File: src/rtl/core/dat_pkg.sv
// Shared types, constants and codes for the double-array trie lookup.
package dat_pkg;

    // Field widths fixed by the request format
    localparam int CMD_W   = 2;
    localparam int SLOT_W  = 12;
    localparam int BASE_W  = 32;
    localparam int BYTE_W  = 8;
    localparam int LIMIT_W = 13;
    // Walk index: the root or a slot below slots_in_use, so it never needs more than the limit width
    localparam int IDX_W   = LIMIT_W;
    // Wide enough for a signed base plus a byte without overflow
    localparam int NEXT_W  = BASE_W + 1;

    // Configuration port
    localparam int CFG_IDX_W  = 2;
    localparam int CFG_DATA_W = LIMIT_W;

    // Default table depth, reset values and queue depth
    localparam int TABLE_DEPTH_DEF = 4096;
    localparam int SLOTS_RST       = 4096;
    localparam int QUEUE_DEPTH     = 2;

    typedef enum logic [CMD_W-1:0] {
        CMD_WRITE  = 2'd0,
        CMD_BYTE   = 2'd1,
        CMD_FIND   = 2'd2,
        CMD_PREFIX = 2'd3
    } t_cmd;

    typedef enum logic [CFG_IDX_W-1:0] {
        REG_ROOT  = 2'd0,
        REG_SLOTS = 2'd1,
        REG_TERM  = 2'd2
    } t_cfg_reg;

    typedef enum logic [1:0] {
        ST_IDLE,
        ST_BASE,
        ST_CHECK
    } t_state;

    // One classified request in the queue between front and back
    typedef struct packed {
        t_cmd                     kind;
        logic [SLOT_W-1:0]        addr;
        logic signed [BASE_W-1:0] base;
        logic [BYTE_W-1:0]        byte_val;
    } t_qent;

    // Live configuration handed to the back end
    typedef struct packed {
        logic              root_load;
        logic [SLOT_W-1:0] root;
        logic [LIMIT_W-1:0] slots;
    } t_walk_cfg;

endpackage

File: src/rtl/core/dat_in_if.sv
// Request channel: slot writes, key bytes and end-of-key commands.
interface dat_in_if;
    logic                               valid;
    logic                               ready;
    logic [dat_pkg::CMD_W-1:0]          cmd;
    logic [dat_pkg::SLOT_W-1:0]         slot_addr;
    logic signed [dat_pkg::BASE_W-1:0]  slot_base;
    logic [dat_pkg::BYTE_W-1:0]         slot_check;
    logic [dat_pkg::BYTE_W-1:0]         key_byte;

    modport source (output valid, cmd, slot_addr, slot_base, slot_check, key_byte,
                    input ready);
    modport sink   (input valid, cmd, slot_addr, slot_base, slot_check, key_byte,
                    output ready);
endinterface

File: src/rtl/core/dat_front.sv
// Front end: accepts requests, drops out-of-range writes, fills in the terminator.
module dat_front #(
    parameter int TABLE_DEPTH = dat_pkg::TABLE_DEPTH_DEF
) (
    dat_in_if.sink                     i_req,
    input  logic [dat_pkg::BYTE_W-1:0] i_term,
    input  logic                       i_q_full,
    output logic                       o_push,
    output dat_pkg::t_qent             o_ent
);
    logic w_accept, w_drop;

    assign i_req.ready = !i_q_full;
    assign w_accept    = i_req.valid && i_req.ready;
    // A write beyond the table has no effect and never reaches the back end
    assign w_drop      = (dat_pkg::t_cmd'(i_req.cmd) == dat_pkg::CMD_WRITE) &&
                         (dat_pkg::NEXT_W'(i_req.slot_addr) >= dat_pkg::NEXT_W'(TABLE_DEPTH));
    assign o_push      = w_accept && !w_drop;

    // Classify: a find steps on the terminator, a write carries its check byte
    always_comb begin
        o_ent.kind = dat_pkg::t_cmd'(i_req.cmd);
        o_ent.addr = i_req.slot_addr;
        o_ent.base = i_req.slot_base;
        unique case (dat_pkg::t_cmd'(i_req.cmd))
            dat_pkg::CMD_WRITE: o_ent.byte_val = i_req.slot_check;
            dat_pkg::CMD_FIND:  o_ent.byte_val = i_term;
            default:            o_ent.byte_val = i_req.key_byte;
        endcase
    end
endmodule

File: src/flat_wrapper.sv
// flat-port wrapper written by rule: the top's interface ports become plain ports
module dat_front_flat 
#(
    parameter int TABLE_DEPTH = dat_pkg::TABLE_DEPTH_DEF
)
  (i_term, i_q_full, o_push, o_ent, i_req_valid, i_req_cmd, i_req_slot_addr, i_req_slot_base, i_req_slot_check, i_req_key_byte, i_req_ready);
  dat_in_if i_req_i ();
  input  logic [dat_pkg::BYTE_W-1:0] i_term;
  input  logic i_q_full;
  output logic o_push;
  output dat_pkg::t_qent o_ent;
  input wire logic [$bits(i_req_i.valid)-1:0] i_req_valid;
  input wire logic [$bits(i_req_i.cmd)-1:0] i_req_cmd;
  input wire logic [$bits(i_req_i.slot_addr)-1:0] i_req_slot_addr;
  input wire logic [$bits(i_req_i.slot_base)-1:0] i_req_slot_base;
  input wire logic [$bits(i_req_i.slot_check)-1:0] i_req_slot_check;
  input wire logic [$bits(i_req_i.key_byte)-1:0] i_req_key_byte;
  output wire logic [$bits(i_req_i.ready)-1:0] i_req_ready;
  assign i_req_i.valid = i_req_valid;
  assign i_req_i.cmd = i_req_cmd;
  assign i_req_i.slot_addr = i_req_slot_addr;
  assign i_req_i.slot_base = i_req_slot_base;
  assign i_req_i.slot_check = i_req_slot_check;
  assign i_req_i.key_byte = i_req_key_byte;
  assign i_req_ready = i_req_i.ready;
  dat_front #(.TABLE_DEPTH(TABLE_DEPTH)) u_core (.i_req(i_req_i), .i_term(i_term), .i_q_full(i_q_full), .o_push(o_push), .o_ent(o_ent));
endmodule
File: config.mk
export PLATFORM = sky130hd
export DESIGN_NAME = dat_front_flat
export DESIGN_NICKNAME = d
export VERILOG_FILES = /design/src/rtl/core/dat_pkg.sv /design/src/rtl/core/dat_in_if.sv /design/src/rtl/core/dat_front.sv /design/src/flat_wrapper.sv
export SDC_FILE = /design/constraint.sdc
export NUM_CORES = 1
export LEC_CHECK = 0
export BUFFER_PORTS_ARGS = -buffer_cell sky130_fd_sc_hd__buf_2
export CORE_AREA = 2 2 49 51
export DETAILED_ROUTE_END_ITERATION = 10
export DIE_AREA = 0 0 51 53
export MAX_ROUTING_LAYER = met4
export PLACE_DENSITY = 0.94
export SETUP_SLACK_MARGIN = 0.3
export SYNTH_ARGS = -nofsm -noshare
export SYNTH_HDL_FRONTEND = slang
export SYNTH_SLANG_ARGS = --single-unit
File: constraint.sdc
create_clock -name vclk -period 2.1
set_clock_uncertainty 0.15 [all_clocks]
set_input_delay 0.42 -clock vclk [all_inputs]
set_output_delay 0.42 -clock vclk [all_outputs]
set_load 0.01 [all_outputs]
## Yosys cells after proc, flatten, opt, wreduce, memory -nomap -nowiden

Index checks and enable logic that the tools add are counted.
W data, S select, Z words.

- Eq/ne operators: 1
- Multiplexer cells: 1
- Reductions and logical operators: 3

Operators by type and width:

| cell | number |
|---|---|
| $pmux W8 S2 | 1 |
| $eq A2 B2 Y1 const B | 1 |
| $logic_not A2 Y1 | 1 |
| $logic_and A1 B1 Y1 | 1 |
| $logic_not A1 Y1 | 1 |

- Word-level logic and storage cells: 5
- Input port bits: 72
- Bits in registers: 0
- Output and inout bits: 56

## Longest topological paths before layout

- Word-level depth: 2
- Depth in mapped cells: 3
- Gate-level depth less buffers: 2

## Least setup slack after synthesis

Ideal clock, no wire load.

- Path kind: in2out
- Start: in i_req_cmd[1]
- End: out o_ent[0] (netlist name)
- Data arrival time: 854 ps
- Data required time: 1530 ps
- Path buffers: 1
- Path slack: 676 ps
- Stages: 3
- Path through: buf_6 -> mux2i_1 -> o21ai_1

RTL lines:

| element | RTL line | text |
|---|---|---|
| from (decl) | flat_wrapper.sv:13 | `input wire logic [$bits(i_req_i.cmd)-1:0] i_req_cmd;` |
| to (decl) | flat_wrapper.sv:11 | `output dat_pkg::t_qent o_ent;` |

==> results by group <==
Outcome
  • Outcome: complete, no violations

Floorplan
  • Die area: ~2700 sq um
  • Core area: 2150 sq um
  • Chip Width: between 50 and 60 microns
  • Die Height: 53 microns
  • I/O pin count: 128
  • Effective utilization at floorplan: 0.246
  • Site row count: 17

Yosys
  • Area contributors post-synth: buf_4 65%, mux2i_1 15%, o21ai_1 7.6%
  • Mapped Nets: 146
  • Ys Warns: 0
  • Syn Std Cell Area: between 500 and 600 sq um
  • Register area share after synthesis: 0
  • Synth area leader: buf_4
  • Proportion of netlist area held by the largest area contributor: 0.654
  • Synth Instances: 74
  • Avg Synthesized Cell Area: between 7 and 8 sq um
  • Synth cell types: 7

GRT
  • Gr usage total: 0.0619
  • Vias in the first global route: ~290
  • Largest net degree at the start of global routing: 18
  • GRT overflow: 0
  • First-pass GRT wire length: ~1300 microns
  • Initial antenna violation count: 0

Pwr
  • P_leak: 0.243 nW
  • Pwr Total: about 0.079 mW
  • Pwr/cell area: about 200 nW/um^2
  • Worst vdd ir: around 0.000089 V

Setup path
  • CP max FO: 9
  • Crit path to: o_ent[2]
  • Critical Path AT: 1.10 ns
  • CP required: 1.53 ns
  • Critical Path Start: i_req_cmd[1]
  • Startpoint types: input pin
  • Crit. End Element: output pin
  • Critical path type: in2out

CTS
  • Post-CTS setup buffer count: 0
  • Hold Buf Count CTS: 0
  • Cts repair resizes: 0

Cells and area
  • Area occupied by multi-input gates: ~160 sq um
  • Fill count: between 200 and 250
  • Antenna cell count: 0
  • Net count, final: between 100 and 150
  • Fraction of layout cells with a size suffix above 1: 0.606
  • Storage cell area: 0 sq um
  • Num sequential: 0
  • Final cell count without fillers: 94
  • Layout area overhead: -25.1%
  • Layout clock buffers: 0
  • Util after Layout: 0.184

Timing
  • Slew margin rel.: 0.819
  • Peak Freq: roughly 600 MHz
  • Final setup vio count: 0
  • Fin. Hold Viols: 0
  • Fin. max-slew vios: 0
  • Min Clock Period, post-route: 1.67 ns
  • Worst slew pin tran: around 0.27 ns
  • Setup TNS: 0 ns
  • Hold slack: just under 0.7 ns
  • RSZ-0062 raised after global routing: false
  • Final worst path period share: 0.797

Drt
  • Vias per cell: roughly 4.1
  • Violation count after the first detailed-route iteration: 1
  • Routed vias: 381
  • Pre-antenna DRT Iters: 2
  • Wire per inst: 9.94 microns
  • Final WL: 934 microns
  • Detail Route Antenna Nets: 0
  • Drc violations: 0

Placed design
  • Placed Cells incl. Taps: 94
  • IO buf count: 40
  • RePlAce Congestion: a little over 0.7

Worst hold path
  • Hold depth: 0
  • Hold crit path type: in2out

Job
  • Max-Cap Viols: 0
==> Yosys cell counts, drive strengths merged <==
cell type and n:
buf 48, mux2i 8, nand2 8, o21ai 8
inv 1, nor2b 1
==> metal layers <==
metal  track usage  routed length [microns]  vias up
met2        0.0931                      451       33
met3        0.0367                      164       10
met5             -                        0        -
met4        0.0315                       23        0
met1        0.0640                      296      165
li1              -                        -      173
==> worst min-delay path by stage <==
stage,from,end
2_1_floorplan,i_q_full,i_req_ready
3_5_place_dp,i_req_slot_base[3],o_ent[11]
4_1_cts,i_req_slot_base[3],o_ent[11]
3_3_place_gp,i_req_slot_base[3],o_ent[11]
6_report,i_req_slot_base[8],o_ent[16]
5_1_grt,i_req_slot_base[11],o_ent[19]
==> report_power, final <==
part           internal, mW  switching, mW
logic                0.0422         0.0370
registers                 0              0
clock network             0              0
==> placed cells by master (no fill, tap or decap) <==
cell / instances
nand2_1: 8
buf_2: 40
nor2b_1: 1
o21ai_1: 8
inv_1: 1
mux2i_1: 8
==> final cells by class <==
| type | count | area share |
|---|---|---|
| Timing Repair Buffer | 40 | 0.506 |
| Tap cell | 28 | 0.0886 |
| Multi-Input combinational cell | 25 | 0.396 |
| Inverter | 1 | 0.00949 |
==> critical path: stages <==
cell and delay [ns]:
buf_2 0.24, mux2i_1 0.22, o21ai_1 0.07, buf_2 0.14
==> stage by stage <==
stage	cell area [sq um]	setup WS, ns
detailed placement	395	0.389
global route	395	0.328
finish	395	0.426
CTS	395	0.388
floorplan	528	0.676
global placement	395	0.396
==> cell families (layout without fill, tap and decap cells) <==
family | count (synthesis) | count (layout) | synth area share
simple gates | 9 | 9 | 0.0687
mux | 8 | 8 | 0.152
compound gates | 8 | 8 | 0.0758
buf+inv | 49 | 41 | 0.704
Power figures use the tool's default switching activity.
