**config.mk**
```make
export PLATFORM = sky130hd
export DESIGN_NAME = dat_queue
export DESIGN_NICKNAME = d
export VERILOG_FILES = /design/src/rtl/core/dat_pkg.sv /design/src/rtl/core/dat_queue.sv
export SDC_FILE = /design/constraint.sdc
export NUM_CORES = 1
export LEC_CHECK = 0
export BUFFER_PORTS_ARGS = -buffer_cell sky130_fd_sc_hd__clkbuf_2
export CAP_MARGIN = 0
export CORE_ASPECT_RATIO = 0.6
export CORE_MARGIN = 2
export CORE_UTILIZATION = 40
export CTS_BUF_LIST = sky130_fd_sc_hd__clkbuf_2
export DETAILED_ROUTE_END_ITERATION = 8
export PLACE_DENSITY = 0.7
export SYNTH_ARGS = -nofsm -noshare
export SYNTH_HDL_FRONTEND = slang
export SYNTH_SLANG_ARGS = --single-unit
```
**constraint.sdc**
```tcl
create_clock -name i_clk -period 7.2 [get_ports i_clk]
set_clock_uncertainty 0.2 [all_clocks]
set_input_delay 0 -clock i_clk [delete_from_list [all_inputs] [get_ports i_clk]]
set_output_delay 0 -clock i_clk [all_outputs]
set_load 0.1 [all_outputs]
```
**src/rtl/core/dat_pkg.sv**
```systemverilog
// Shared types, constants and codes for the double-array trie lookup.
package dat_pkg;

    // Field widths fixed by the request format
    localparam int CMD_W   = 2;
    localparam int SLOT_W  = 12;
    localparam int BASE_W  = 32;
    localparam int BYTE_W  = 8;
    localparam int LIMIT_W = 13;
    // Walk index: the root or a slot below slots_in_use, so it never needs more than the limit width
    localparam int IDX_W   = LIMIT_W;
    // Wide enough for a signed base plus a byte without overflow
    localparam int NEXT_W  = BASE_W + 1;

    // Configuration port
    localparam int CFG_IDX_W  = 2;
    localparam int CFG_DATA_W = LIMIT_W;

    // Default table depth, reset values and queue depth
    localparam int TABLE_DEPTH_DEF = 4096;
    localparam int SLOTS_RST       = 4096;
    localparam int QUEUE_DEPTH     = 2;

    typedef enum logic [CMD_W-1:0] {
        CMD_WRITE  = 2'd0,
        CMD_BYTE   = 2'd1,
        CMD_FIND   = 2'd2,
        CMD_PREFIX = 2'd3
    } t_cmd;

    typedef enum logic [CFG_IDX_W-1:0] {
        REG_ROOT  = 2'd0,
        REG_SLOTS = 2'd1,
        REG_TERM  = 2'd2
    } t_cfg_reg;

    typedef enum logic [1:0] {
        ST_IDLE,
        ST_BASE,
        ST_CHECK
    } t_state;

    // One classified request in the queue between front and back
    typedef struct packed {
        t_cmd                     kind;
        logic [SLOT_W-1:0]        addr;
        logic signed [BASE_W-1:0] base;
        logic [BYTE_W-1:0]        byte_val;
    } t_qent;

    // Live configuration handed to the back end
    typedef struct packed {
        logic              root_load;
        logic [SLOT_W-1:0] root;
        logic [LIMIT_W-1:0] slots;
    } t_walk_cfg;

endpackage

```
**src/rtl/core/dat_queue.sv**
```systemverilog
// Short request queue between the front and back ends.
module dat_queue (
    input  logic          i_clk,
    input  logic          i_rst_n,
    input  logic          i_push,
    input  dat_pkg::t_qent i_data,
    output logic          o_full,
    input  logic          i_pop,
    output logic          o_valid,
    output dat_pkg::t_qent o_data
);
    localparam int PTR_W = $clog2(dat_pkg::QUEUE_DEPTH);
    localparam int CNT_W = $clog2(dat_pkg::QUEUE_DEPTH + 1);

    dat_pkg::t_qent   r_mem [dat_pkg::QUEUE_DEPTH];
    logic [PTR_W-1:0] r_wp, r_rp;
    logic [CNT_W-1:0] r_cnt;
    logic             w_push, w_pop;

    assign o_full  = (r_cnt == CNT_W'(dat_pkg::QUEUE_DEPTH));
    assign o_valid = (r_cnt != '0);
    assign o_data  = r_mem[r_rp];
    assign w_push  = i_push && !o_full;
    assign w_pop   = i_pop && o_valid;

    // Storage, no reset needed
    always_ff @(posedge i_clk) begin
        if (w_push) begin
            r_mem[r_wp] <= i_data;
        end
    end

    // Pointers and fill count
    always_ff @(posedge i_clk) begin
        if (!i_rst_n) begin
            r_wp  <= '0;
            r_rp  <= '0;
            r_cnt <= '0;
        end else begin
            if (w_push) begin
                r_wp <= (r_wp == PTR_W'(dat_pkg::QUEUE_DEPTH - 1)) ? '0 : r_wp + 1'b1;
            end
            if (w_pop) begin
                r_rp <= (r_rp == PTR_W'(dat_pkg::QUEUE_DEPTH - 1)) ? '0 : r_rp + 1'b1;
            end
            if (w_push && !w_pop) begin
                r_cnt <= r_cnt + 1'b1;
            end else if (w_pop && !w_push) begin
                r_cnt <= r_cnt - 1'b1;
            end
        end
    end
endmodule

```
==> results of run 1 <==
-- cells by family after synthesis --
| logic type | Yosys count | synth area share (%) |
|---|---|---|
| AOI/OAI and AO/OA | 5 | 0.7876 |
| DFF | 113 | 80.95 |
| xor gates and xnor gates | 3 | 0.6363 |
| and+or+nand+nor | 9 | 1.394 |
| muxes | 54 | 14.72 |
| buffers and inverters | 8 | 1.212 |
| adders and majority gates | 1 | 0.3029 |
-- stage by stage --
stage	hold slack (ps)	std cells	util (%)	setup WS (ps)
global placement	-11.31	438	48.78	4976
detailed placement	-7.423	438	48.78	4990
floorplan	-101.1	193	-	3619
-- Yosys cell counts --
master / count
or2_2: 1
inv_1: 1
nor2_1: 1
inv_2: 1
ha_1: 1
a21boi_0: 1
or3_1: 1
and2_1: 3
o21ai_0: 1
nor3_2: 1
and3_1: 1
mux2_2: 54
dfxtp_1: 5
edfxtp_1: 108
o21ai_1: 1
o21a_1: 1
nand2b_1: 1
buf_2: 1
xor2_1: 1
buf_4: 5
xnor2_1: 2
a21boi_1: 1
==> metrics.log, run 1 <==
[metrics] outcome: did not finish
[metrics] Halt Stage: 4_1_cts
[metrics] Run Error: [ERROR RSZ-0060] Max buffer count reached.
[metrics] cts hold-fix bufs: 102
[metrics] hpwl dp: 4841 µm
[metrics] post-synthesis net count: 252
[metrics] width of the die: between 100 and 150 µm
[metrics] Num Clock Sinks: ~110
[metrics] die height: 82.71 µm
[metrics] post-synth design cell area: between 4000 and 5000 µm²
[metrics] library cells used by synthesis: 22
[metrics] number of top-level pins: about 110
[metrics] share of the synthesized area in the top cell type: 78.52%
[metrics] number of CTS-inserted buffers: 17
[metrics] number of register bits inferred by synthesis: 113
[metrics] CTS max path bufs: 2
[metrics] port buffer count: 113
[metrics] Cell Area, Placed: roughly 4900 µm²
[metrics] average size of a mapped cell: 21.40 µm²
[metrics] buffer count from post-CTS setup fixing: 0
[metrics] initial standard-cell utilization of the core: 41.51%
[metrics] num rows: 28
[metrics] number of gates resized after CTS: 0
[metrics] yosys synthesis warning count: 0
[metrics] GP Congestion: 0.7488
[metrics] root cell of the clock tree: clkbuf_2
[metrics] Area contributors post-synth: edfxtp_1, mux2_2, dfxtp_1, buf_4, and2_1
[metrics] most area-hungry cell type in the Yosys netlist: edfxtp_1
[metrics] sequential element share of the synthesized area: 80.95%
[metrics] level count of the clock H-tree: 4
[metrics] synthesized instance count: 193
==> run 2, diff against run 1 <==
--- a/config.mk
+++ b/config.mk
@@ -7,12 +7,10 @@
 export LEC_CHECK = 0
 export BUFFER_PORTS_ARGS = -buffer_cell sky130_fd_sc_hd__clkbuf_2
 export CAP_MARGIN = 0
-export CORE_ASPECT_RATIO = 0.6
 export CORE_MARGIN = 2
-export CORE_UTILIZATION = 40
-export CTS_BUF_LIST = sky130_fd_sc_hd__clkbuf_2
+export CORE_UTILIZATION = 25
 export DETAILED_ROUTE_END_ITERATION = 8
-export PLACE_DENSITY = 0.7
+export PLACE_DENSITY_LB_ADDON = 0.15
 export SYNTH_ARGS = -nofsm -noshare
 export SYNTH_HDL_FRONTEND = slang
 export SYNTH_SLANG_ARGS = --single-unit
==> run 2 against run 1 <==
Against the previous run: the flow now finishes without violations; synthesized cell count did not move; area after synthesis did not move.
==> metrics.log, run 2 <==
[metrics] endpoint of the worst-slack reg-to-reg timing path: r_mem[0][5]
[metrics] ratio of cells with drive above 1 in the final layout: 51.53%
[metrics] critical path class: reg -> out
[metrics] Final Hold Violating Endpoints: 0
[metrics] Reg-to-Reg Start: r_cnt[0]
[metrics] number of register bits inferred by synthesis: 113
[metrics] top achievable clock speed: between 300 and 400 MHz
[metrics] total global routing track utilization: a little over a tenth
[metrics] worst reg-to-reg path cell count: 4
[metrics] path class of the lowest-slack min-delay path: in -> reg
[metrics] area grow syn2layout: 49.11%
[metrics] largest register by flop count: r_mem
[metrics] GP Congestion: 0.6330
[metrics] average detailed-routed wire length per instance: 14.18 µm
[metrics] die height: 132.5 µm
[metrics] hpwl dp: 5232 µm
[metrics] vias after detailed routing: 2,389
[metrics] post-CTS clock slew at the launch and capture registers of the worst setup and hold paths: 50 ps
[metrics] Nets: 439
[metrics] count of flip-flops with a built-in enable after synthesis: 108
[metrics] main flop type after synthesis: edfxtp_1
[metrics] port buffer count: around 110
[metrics] Top Registers: r_mem x108, r_cnt x2
[metrics] width of the die: 132.5 µm
[metrics] relative slew slack: 33.80%
[metrics] number of CTS-inserted buffers: 17
[metrics] residual overflow from global routing: 0
[metrics] antenna violations before repair: 0
[metrics] floorplan core area: 16,000 µm²
[metrics] Area contributors post-synth: edfxtp_1, mux2_2, dfxtp_1, buf_4, and2_1
[metrics] share of the synthesized area in the top cell type: 78.52%
[metrics] vias in the first global route: roughly 2.6k
[metrics] num rows: 46
[metrics] fin crit share: 36.29%
[metrics] Num Clock Sinks: approximately 110
[metrics] yosys synthesis warning count: 0
[metrics] IR Drop Worst-Case VDD: 0.1999 mV
[metrics] buffer count from post-CTS setup fixing: 0
[metrics] number of top-level pins: approximately 110
[metrics] final sum of negative setup slack: 0 ps
[metrics] area of the die: roughly 18,000 µm²
[metrics] library cells used by synthesis: 22
[metrics] highest net fanout along the worst path: 35
[metrics] post-synthesis net count: 252
[metrics] least setup slack across all paths after layout: 4587 ps
[metrics] synthesized instance count: 193
[metrics] wire length of the first global-routing pass: 13,540 µm
[metrics] worst setup slack for register-to-register paths: ~4600 ps
[metrics] max FFs per register: 108
[metrics] number of detailed-routing iterations run before antenna repair: 5
[metrics] detailed-route DRC error count: 0
[metrics] antenna diode count: 0
[metrics] Max Cap Violations: 0
[metrics] data required time of the worst path: 7000 ps
[metrics] post-synth design cell area: 4130 µm²
[metrics] CTS max path bufs: 2
[metrics] initial standard-cell utilization of the core: about a quarter
[metrics] violation count after the first detailed-routing iteration: between 100 and 150
[metrics] slew at the pin closest to its max-slew limit: between 900 and 1000 ps
[metrics] RSZ-0062 raised after global routing: false
[metrics] most frequent cells after synthesis: edfxtp_1, mux2_2, buf_4, dfxtp_1, and2_1
[metrics] most frequent cells in the layout: clkbuf_2, edfxtp_1, dlygate4sd3_1
[metrics] kind of start point of the critical path: flop
[metrics] count of final max-slew check failures: 0
[metrics] insertion delay of the later-clocked pin in the worst-skew pair: approximately 410 ps
[metrics] final setup fails: 0
[metrics] hold endpoint: r_mem[0][31]
[metrics] outcome: finished, final reports clean
[metrics] maximum number of pins on one net before global-route repair: 37
[metrics] clock tree from TritonCTS: done
[metrics] root cell of the clock tree: clkbuf_16
[metrics] detail-routed via count per cell: 3.929
[metrics] fraction of registers with async set/reset: 0%
[metrics] level count of the clock H-tree: 4
[metrics] final wirelength: 8621 µm
[metrics] worst hold stages: 2
[metrics] power per standard cell area: between 400 and 500 nW/µm²
[metrics] sequential element share of the synthesized area: 80.95%
[metrics] Critical Path End Type: output port
[metrics] count leader, synth: edfxtp_1
[metrics] average size of a mapped cell: 21.40 µm²
[metrics] crit path time final: 2613 ps
[metrics] most area-hungry cell type in the Yosys netlist: edfxtp_1
[metrics] data arrival at the endpoint of the critical path: 2410 ps
[metrics] remaining antenna violation count after routing: 0
[metrics] worst slack at placement: roughly 4500 ps
[metrics] worst hold start: i_data[31]
[metrics] most common cell after layout, fill and taps aside: clkbuf_2
[metrics] leakage power figure: roughly 2.3 nW
==> run 2: cell counts after synthesis <==
No cell type changed its count.
==> run 2: kinds of logic after synthesis <==
family          share of synthesized area (%)
xor+xnor                               0.6363
simple gates                            1.394
fa+ha+maj                              0.3029
flops                                   80.95
buf+inv                                 1.212
mux                                     14.72
compound gates                         0.7876
==> run 2: cell type report <==
cell class / count / area [µm²]
fillers: 1574 / 9842
flip-flops and latches: 113 / 3344
repair buffers: 174 / 1169
multi-input cells: 72 / 744.5
clock buffers: 19 / 432.9
well taps: 216 / 270.3
clock inverters: 12 / 190.2
inverters: 2 / 7.507
==> run 2: layer usage <==
metal | wire length, µm | vias to the layer above | GRT usage (%) | part of all wire, %
li1 | - | 1136 | - | -
met1 | 3873 | 1164 | 12.19 | 45
met2 | 4015 | 77 | 16.23 | 47
met3 | 600 | 12 | 5.441 | 7.0
met4 | 131 | 0 | 4.122 | 1.5
met5 | 0 | - | 0 | 0
==> run 2: power breakdown <==
| group | switching, mW | internal [mW] | total [mW] | leakage [nW] |
|---|---|---|---|---|
| combinational | 0.954 | 0.226 | 1.18 | 0.991 |
| sequential | 0.0388 | 0.829 | 0.867 | 1.05 |
| clock | 0.276 | 0.607 | 0.883 | 0.294 |
==> run 2: critical path, stage by stage, from the launching register on <==
cell	delay (ps)
dfxtp_2	660
buf_4	550
mux2_2	400
clkbuf_2	390
==> run 2: repair_timing <==
item,in CTS,in global routing
setup endpoints to repair,0,0
endpoints found under the hold margin,131,0
hold buffers,58,0
resized for setup,0,0
==> run 2: stage by stage <==
stage	total power [mW]	util (%)	instance area [µm²]	hold WS, ps	std cells
2_1_floorplan	1.877	-	4130	-101.1	193
3_3_place_gp	2.047	30.97	4955	-8.805	519
3_5_place_dp	2.051	30.97	4955	-6.925	519
4_1_cts	2.974	38.49	6158	92.49	608
5_1_grt	3.043	38.49	6158	104.6	608
6_report	2.931	38.49	6158	119.0	608
==> run 2: how the worst max path moves through the flow <==
stage          depth (start not counted)  startpoint     endpoint  slack [ps]
2_1_floorplan                          3    r_cnt[0]  r_mem[0][0]        3620
3_3_place_gp                           4    r_cnt[0]  r_mem[0][8]        4510
3_5_place_dp                           4    r_cnt[0]  r_mem[0][6]        4490
4_1_cts                                4    r_cnt[0]  r_mem[0][4]        4460
5_1_grt                                4    r_cnt[0]  r_mem[0][5]        4330
6_report                               3        flop   o_data[41]        4590
No activity file was read; power rests on OpenSTA's default activity.
==> run 3, diff against run 2 <==
--- a/config.mk
+++ b/config.mk
@@ -5,6 +5,7 @@
 export SDC_FILE = /design/constraint.sdc
 export NUM_CORES = 1
 export LEC_CHECK = 0
+export ABC_AREA = 1
 export BUFFER_PORTS_ARGS = -buffer_cell sky130_fd_sc_hd__clkbuf_2
 export CAP_MARGIN = 0
 export CORE_MARGIN = 2
==> constraint.sdc (replaced) <==
create_clock -name i_clk -period 2.74 [get_ports i_clk]
set_clock_uncertainty 0.2 [all_clocks]
set_input_delay 0 -clock i_clk [delete_from_list [all_inputs] [get_ports i_clk]]
set_output_delay 0 -clock i_clk [all_outputs]
set_load 0.1 [all_outputs]
==> run 3 against run 2 <==
Against the previous run: die area is 6.2% higher; clock-buffer cell count is 4 higher; via count is 2.3% higher; synthesized cell count is 6.2% higher; combinational power grew to 2.5 times the previous value; register-to-register slack worse by 3900 ps; area after synthesis is 6.4% higher; setup slack worse by 4100 ps; non-clock buffer count is 3 higher; largest power group unchanged; hold slack better by 8.2 ps.
==> metrics.log, run 3 <==
[metrics] outcome: finished, final reports clean
[metrics] data arrival at the endpoint of the critical path: 2070 ps
[metrics] most frequent cells after synthesis: edfxtp_1, mux2_4, nor2_1
[metrics] Core Util, Final: 36.70%
[metrics] level count of the clock H-tree: 4
[metrics] highest net fanout along the worst path: 18
[metrics] crit path time final: 2275 ps
[metrics] hpwl dp: 5305 µm
[metrics] vias in the first global route: between 2k and 3k
[metrics] worst reg-to-reg path cell count: 6
[metrics] library cells used by synthesis: 16
[metrics] final setup fails: 0
[metrics] floorplan core area: 17,240 µm²
[metrics] residual overflow from global routing: 0
[metrics] number of top-level pins: 114
[metrics] remaining antenna violation count after routing: 0
[metrics] number of register bits inferred by synthesis: 113
[metrics] width of the die: around 140 µm
[metrics] count leader, synth: edfxtp_1
[metrics] maximum number of pins on one net before global-route repair: 32
[metrics] final wirelength: 8674 µm
[metrics] fin crit share: 83.02%
[metrics] Final Hold Violating Endpoints: 0
[metrics] average detailed-routed wire length per instance: ~14 µm
[metrics] die height: between 100 and 150 µm
[metrics] max FFs per register: about 110
[metrics] port buffer count: 113
[metrics] worst hold stages: 2
[metrics] most frequent cells in the layout: clkbuf_2, edfxtp_1, dlygate4sd3_1
[metrics] total global routing track utilization: 9.738%
[metrics] area of the die: 18,660 µm²
[metrics] Top Registers: r_mem x108, r_cnt x2
[metrics] RSZ-0062 raised after global routing: false
[metrics] fraction of registers with async set/reset: 0%
[metrics] root cell of the clock tree: clkbuf_16
[metrics] detail-routed via count per cell: 3.863
[metrics] antenna violations before repair: 0
[metrics] endpoint of the worst-slack reg-to-reg timing path: r_cnt[0]
[metrics] wire length of the first global-routing pass: 13,050 µm
[metrics] Max Cap Violations: 0
[metrics] path class of the lowest-slack min-delay path: in -> reg
[metrics] Nets: 454
[metrics] number of gates resized after CTS: 0
[metrics] worst hold start: i_data[8]
[metrics] synthesized instance count: 205
[metrics] kind of start point of the critical path: flop
[metrics] number of CTS-inserted buffers: 17
[metrics] power per standard cell area: ~1100 nW/µm²
[metrics] relative slew slack: between 60% and 70%
[metrics] share of the synthesized area in the top cell type: 73.78%
[metrics] antenna diode count: 0
[metrics] sequential element share of the synthesized area: approximately 76%
[metrics] violation count after the first detailed-routing iteration: 83
[metrics] area grow syn2layout: 43.92%
[metrics] Overall Power: just over 7 mW
[metrics] ratio of cells with drive above 1 in the final layout: 48.77%
[metrics] hold endpoint: r_mem[1][8]
[metrics] CTS max path bufs: 2
[metrics] critical path class: reg -> out
[metrics] clock tree from TritonCTS: done
[metrics] num rows: 48
[metrics] GP Congestion: 0.6572
[metrics] post-synthesis net count: 264
[metrics] leakage power figure: 2.524 nW
[metrics] count of final max-slew check failures: 0
[metrics] Num Clock Sinks: 113
[metrics] count of flip-flops with a built-in enable after synthesis: 108
[metrics] average size of a mapped cell: 21.44 µm²
[metrics] yosys synthesis warning count: 0
[metrics] most common cell after layout, fill and taps aside: clkbuf_2
[metrics] post-synth design cell area: 4395 µm²
[metrics] worst hold slack after final layout: 127.2 ps
[metrics] worst setup slack for register-to-register paths: 640 ps
[metrics] data required time of the worst path: roughly 2500 ps
[metrics] top achievable clock speed: 439.6 MHz
[metrics] detailed-route DRC error count: 0
[metrics] Area contributors post-synth: edfxtp_1, mux2_4, buf_12, dfxtp_1, mux2_2
[metrics] insertion delay of the later-clocked pin in the worst-skew pair: about 400 ps
[metrics] most area-hungry cell type in the Yosys netlist: edfxtp_1
[metrics] number of detailed-routing iterations run before antenna repair: 4
[metrics] vias after detailed routing: 2,445
[metrics] largest register by flop count: r_mem
[metrics] main flop type after synthesis: edfxtp_1
[metrics] Critical Path End Type: output port
[metrics] Reg-to-Reg Start: r_cnt[1]
[metrics] IR Drop Worst-Case VDD: 0.6178 mV
[metrics] post-CTS clock slew at the launch and capture registers of the worst setup and hold paths: 50 ps
[metrics] initial standard-cell utilization of the core: between 20% and 30%
[metrics] slew at the pin closest to its max-slew limit: 566.7 ps
==> run 3: cell types whose count changed after synthesis, sizes merged, moves of 2 or more <==
cell / before / now
nand2: 0 / 7
nor2: 1 / 9
a21boi: 2 / 0
inv: 2 / 8
and2: 3 / 0
xnor2: 2 / 0
==> run 3: cells by family (layout without fill, tap and decap cells) <==
family / count (synthesis) / count (layout) / synth area share [%]
simple gates: 18 / 18 / 1.623
compound gates: 5 / 5 / 0.7116
buf+inv: 14 / 217 / 3.217
mux: 54 / 54 / 18.10
fa+ha+maj: 1 / 1 / 0.2846
flops: 113 / 113 / 76.06
==> run 3: through the flow <==
step | TNS, ps | area [µm²] | cells | worst slack, ps
2_1_floorplan | -73300 | 4395 | 205 | -678.7
3_3_place_gp | 0 | 5207 | 543 | 884.2
3_5_place_dp | 0 | 5207 | 543 | 859.2
4_1_cts | 0 | 6326 | 633 | 407.1
5_1_grt | 0 | 6326 | 633 | 366.6
6_report | 0 | 6326 | 633 | 465.4
==> run 3: power breakdown <==
part / internal, mW / switching [mW] / total [mW]
Clock: 1.32 / 0.699 / 2.02
Combinational: 0.672 / 2.28 / 2.96
Sequential: 2.19 / 0.109 / 2.30
==> run 3: layer usage <==
layer | GRT usage, % | share of wire (%)
met5 | 0 | 0
met4 | 5.035 | 1.8
met3 | 4.222 | 6.1
met2 | 16.03 | 50
met1 | 10.66 | 42
==> run 3: how the worst max path moves through the flow <==
stage	from	endpoint	slack, ps	depth (start not counted)
floorplan	r_cnt[1]	r_mem[0][0]	-680	3
global placement	flop	o_data[7]	880	3
detailed placement	flop	o_data[7]	860	3
CTS	flop	o_data[7]	410	3
global route	flop	o_data[7]	370	3
finish	flop	o_data[7]	470	3
==> run 3: final cells by class <==
type / instances / area (µm²)
fill: 1676 / 10910
inverter: 8 / 30.03
timing repair buffer: 177 / 1204
sequential: 113 / 3347
multi-input combinational: 78 / 925.9
clock inverter: 9 / 90.09
tap: 225 / 281.5
clock buffer: 23 / 447.9
==> run 3: worst max-delay path, stage by stage, from the launching register on <==
cell	delay [ps]
dfxtp_4	580
buf_4	370
mux2_4	340
clkbuf_2	370
==> run 3: repair_timing <==
item,4_1_cts,5_1_grt
hold endpoints to repair,113,0
hold buffers,58,0
setup buffers,0,0
